### src/rtl/core/pplsc_pkg.sv
// pplsc_pkg: shared constants and codes for the phong point light shader core
// no dependencies; imported by pplsc_isqrt and phong_point_light_shader_core
`timescale 1ns / 1ps

package pplsc_pkg;

  // fixed-point formats that do not follow the module parameters
  localparam int DIR_W      = 16;        // one Q1.14 vector component
  localparam int SHIN_W     = 10;        // whole-number specular exponent
  localparam int NORM_BITS  = 20;        // light vector magnitude after scaling
  localparam int SUMSQ_W    = 42;        // sum of three squared 20-bit magnitudes
  localparam int ROOT_W     = 21;        // integer square root of SUMSQ_W bits
  localparam int QUO_W      = 15;        // unit component quotient, up to 2^14
  localparam int POW_W      = 24;        // power term width
  localparam int LDN_W      = 34;        // light.normal dot product, Q2.28
  localparam int LDN14_W    = 20;        // non-negative dot product in Q14
  localparam int Q14_ONE    = 16384;
  localparam int LIGHT_RESET = 4096;     // 1.0 in Q4.12

  localparam logic [POW_W-1:0] POW_CAP = '1;

  // configuration register indexes
  typedef enum logic [2:0] {
    REG_LIGHT_POS_X = 3'd0,
    REG_LIGHT_POS_Y = 3'd1,
    REG_LIGHT_POS_Z = 3'd2,
    REG_LIGHT_RED   = 3'd3,
    REG_LIGHT_GREEN = 3'd4,
    REG_LIGHT_BLUE  = 3'd5
  } cfg_reg_e;

endpackage

### src/rtl/core/pplsc_isqrt.sv
// pplsc_isqrt: pipelined integer square root, one result bit per stage
// depends on pplsc_pkg; carries an opaque sideband word alongside each item
`timescale 1ns / 1ps

module pplsc_isqrt #(
  parameter int SIDE_W = 1
) (
  input  logic                          clk,
  input  logic                          rst,
  input  logic                          en,
  input  logic                          in_valid,
  input  logic [pplsc_pkg::SUMSQ_W-1:0] in_radicand,
  input  logic [SIDE_W-1:0]             in_side,
  output logic                          out_valid,
  output logic [pplsc_pkg::ROOT_W-1:0]  out_root,
  output logic [SIDE_W-1:0]             out_side
);
  import pplsc_pkg::*;

  localparam int SQ_W = SUMSQ_W + 1;

  logic [SQ_W-1:0]   xr [ROOT_W];
  logic [SQ_W-1:0]   rr [ROOT_W];
  logic              vr [ROOT_W];
  logic [SIDE_W-1:0] sr [ROOT_W];

  for (genvar k = 0; k < ROOT_W; k++) begin : g_step
    localparam logic [SQ_W-1:0] BIT = SQ_W'(1) << (2 * (ROOT_W - 1 - k));
    logic [SQ_W-1:0]   x_in;
    logic [SQ_W-1:0]   r_in;
    logic              v_in;
    logic [SIDE_W-1:0] s_in;
    logic [SQ_W-1:0]   trial;

    if (k == 0) begin : g_first
      assign x_in = SQ_W'(in_radicand);
      assign r_in = '0;
      assign v_in = in_valid;
      assign s_in = in_side;
    end else begin : g_next
      assign x_in = xr[k-1];
      assign r_in = rr[k-1];
      assign v_in = vr[k-1];
      assign s_in = sr[k-1];
    end

    assign trial = r_in + BIT;

    // valid bit of this stage
    always_ff @(posedge clk) begin
      if (rst) begin
        vr[k] <= 1'b0;
      end else if (en) begin
        vr[k] <= v_in;
      end
    end

    // one restoring root step
    always_ff @(posedge clk) begin
      if (en) begin
        if (x_in >= trial) begin
          xr[k] <= x_in - trial;
          rr[k] <= (r_in >> 1) + BIT;
        end else begin
          xr[k] <= x_in;
          rr[k] <= r_in >> 1;
        end
        sr[k] <= s_in;
      end
    end
  end

  assign out_valid = vr[ROOT_W-1];
  assign out_root  = rr[ROOT_W-1][ROOT_W-1:0];
  assign out_side  = sr[ROOT_W-1];

endmodule

### config.mk
export PLATFORM = sky130hd
export DESIGN_NAME = pplsc_isqrt
export DESIGN_NICKNAME = d
export VERILOG_FILES = /design/src/rtl/core/pplsc_pkg.sv /design/src/rtl/core/pplsc_isqrt.sv
export SDC_FILE = /design/constraint.sdc
export NUM_CORES = 2
export LEC_CHECK = 0
export BUFFER_PORTS_ARGS = -buffer_cell sky130_fd_sc_hd__buf_2
export CAP_MARGIN = 20
export CORE_ASPECT_RATIO = 1.75
export CORE_MARGIN = 3
export CORE_UTILIZATION = 51
export CTS_CLUSTER_SIZE = 16
export DETAILED_ROUTE_END_ITERATION = 16
export GPL_TIMING_DRIVEN = 0
export PLACE_DENSITY_LB_ADDON = 0.25
export SYNTH_ARGS = -nofsm -noshare
export SYNTH_HDL_FRONTEND = slang
export SYNTH_SLANG_ARGS = --single-unit
### constraint.sdc
create_clock -name clk -period 6.9 [get_ports clk]
set_clock_uncertainty 0.15 [all_clocks]
set_input_delay 1.38 -clock clk [delete_from_list [all_inputs] [get_ports clk]]
set_output_delay 1.38 -clock clk [all_outputs]
set_load 0.05 [all_outputs]
==> reports/qor.csv <==
metric;value;unit
port_buffers;69;
initial_utilization;0.515;
grt_pass1_wl;187000;um
post_cts_resized;0;
hold_class;flip-flop to flip-flop;
crit_type;primary input to flip-flop;
slew_violations;0;
die_h;434;um
grt_start_max_net_pins;64;
fin_nets;4623;
cts_setup_buffers;0;
antenna_left;0;
yosysSeqAreaShare;0.639;
coreArea;103000;um^2
wl;126000;um
ys.flop_type;edfxtp_1;
cp-end-kind;flip-flop;
setup_viol;0;
viasPerCell;5.69;
path_buf_inv;6;
antenna_found_initial;3;
p_per_area;301;nW/um^2
clkSlewWorstSetupHoldPaths;0.07;ns
yosysMostFrequentCell;edfxtp_1;
numCtsBuffers;102;
arrival;5.51;ns
path_common_cell;clkbuf_1;
rsz0062_at_grt;false;
dieWidth;250;um
io_pins;70;
setup_ws;1.69;ns
critPathRequiredTime;7.20;ns
pre_cts_ws;0.889;ns
cts_buffer_depth;3;
cts_tree;yes;
setup_tns;0;ns
whs;0.245;ns
post-route-period-util;0.755;
ir_drop;0.285;mV
synthTopCellsByArea;edfxtp_1 64%, ha_1 5.9%, xnor2_1 3.2%, xor2_1 3.0%, o21ai_0 2.1%;
clk_latency;0.73;ns
max_slew_margin;0.107;
syn_inst;4123;
cts_root_buf;clkbuf_16;
synth_nets;4420;
cts.sinks;1133;
synth_area;53300;um^2
worstPathMaxFanout;22;
crit_chain;buf_2 > clkbuf_1 > buf_16 > clkbuf_1 > nand4bb_1 > a41oi_1 > o31a_1 > clkbuf_1 > clkbuf_1 > o21ai_0;
grt.total_usage;0.232;
worst_path_largest_cell_delay;0.71;ns
htree_levels;3;
drc;0;
drt_iter0_markers;1308;
fp-row-count;156;
post-route-min-period;5.21;ns
async_flop_share;0;
grt_pass1_vias;36000;
drt_pass1_iterations;6;
status;finished clean;
gp_congestion;0.957;
dp_hpwl;100000;um
synth_edf_count;1133;
synth_common_cells;1133 x edfxtp_1, 296 x inv_1, 274 x nand2_1;
dp.cells;5564;
finalNonFillerCells;5757;
dieArea;109000;um^2
slowest_stage;a41oi_1;
synth_area_per_cell;12.9;um^2
synth_top_area_share;0.639;
fmax;0.192;GHz
via_count;32800;
yosysUniqueCellTypes;92;
overflow;0;
p_leak;0.0222;uW
post_drt_wl_per_cell;21.9;um
drive_above_1_share;0.0832;
worstMarginPinSlew;1.33;ns
synth_top_area_cell;edfxtp_1;
ctsHoldBuffers;0;
worst_setup_path_start_kind;primary input;
crit_family;buffers and inverters;
syn_to_final_growth;11.2;%
hold_viol_final;0;
synth_seq_cells;1133;
max-cap-violations;0;
yosysWarnings;0;
## state kept, by name (all words and copies together), names as in the netlist
name	flops
xr	860
rr	231
sr	21
vr	21
## cells by family after synthesis
kind of cell	after synthesis	synth area share
AO/OA/AOI/OAI	722	0.0848
XOR/XNOR	376	0.0618
adder cells (fa/ha/maj)	250	0.0587
buffers and inverters	388	0.0283
flip-flops	1133	0.639
multiplexers	36	0.00740
AND/OR/NAND/NOR	1218	0.120
## final cells by class
class | instances | area, um^2
clock inverter | 76 | 813
buffer | 92 | 427
clock buffer | 115 | 2600
inverter | 296 | 1110
sequential | 1133 | 34000
tap | 1343 | 1680
timing repair buffer | 99 | 805
multi-input combinational | 2602 | 17800
antenna | 1 | 2.50
fill | 8291 | 44200
## routing by layer
| layer | routed length (um) | GRT usage | share of wire | vias up |
|---|---|---|---|---|
| met2 | 77100 | 0.509 | 0.61 | 738 |
| met4 | 16600 | 0.264 | 0.13 | 2 |
| li1 | - | - | - | 15800 |
| met3 | 3360 | 0.0292 | 0.027 | 498 |
| met1 | 28800 | 0.128 | 0.23 | 15800 |
| met5 | 14 | 0 | 0.00011 | - |
## worst reg2reg max path, cell delays in order, from the launching register on
cell and delay (ns):
edfxtp_1 0.39, ha_1 0.40, nand4_1 0.46, nor4_1 0.73, nand4_1 0.33, o211ai_1 0.50
inv_1 0.14, nand2_1 0.38, clkbuf_1 0.61, buf_1 0.61, a21oi_1 0.18
## final timing paths
| path | cells past startpoint | endpoint | slack (ns) | startpoint |
|---|---|---|---|---|
| max | 10 | xr[1][120] | 1.69 | en |
| min | 0 | sr[0][7] | 0.25 | sr[0][6] |
| max reg2reg | 10 | xr[4][107] | 1.72 | xr[4][56] |
| min reg2reg | 0 | sr[0][7] | 0.25 | sr[0][6] |
## power breakdown
| part | total, uW | switching [uW] | internal, uW |
|---|---|---|---|
| clock | 5810 | 2610 | 3200 |
| combinational | 2970 | 1770 | 1200 |
| sequential | 9040 | 501 | 8540 |
## placed cells by master, fill, tap and decap left out, drive strengths merged, types with 20 or more instances in the layout
cell    instances
xnor2         193
buf           114
o21ai         228
nand2         276
edfxtp       1133
nand2b         60
or4            35
nor2          240
ha            250
mux2           27
clkbuf        191
nor4          135
nand3          66
xor2          183
or3            48
a21oi         194
nand4          51
inv           300
nor2b          42
and2           31
o21a           47
clkinv         54
or2            20
a21o           91
nor3          112
## stage by stage
stage / total power, uW / area, um^2 / util
floorplan: 11200 / 53300 / -
global placement: 12000 / 55300 / 0.534
detailed placement: 12100 / 55800 / 0.539
CTS: 18000 / 59200 / 0.572
global route: 18600 / 59200 / 0.572
finish: 17800 / 59200 / 0.572
(Power assumes the default switching activity.)
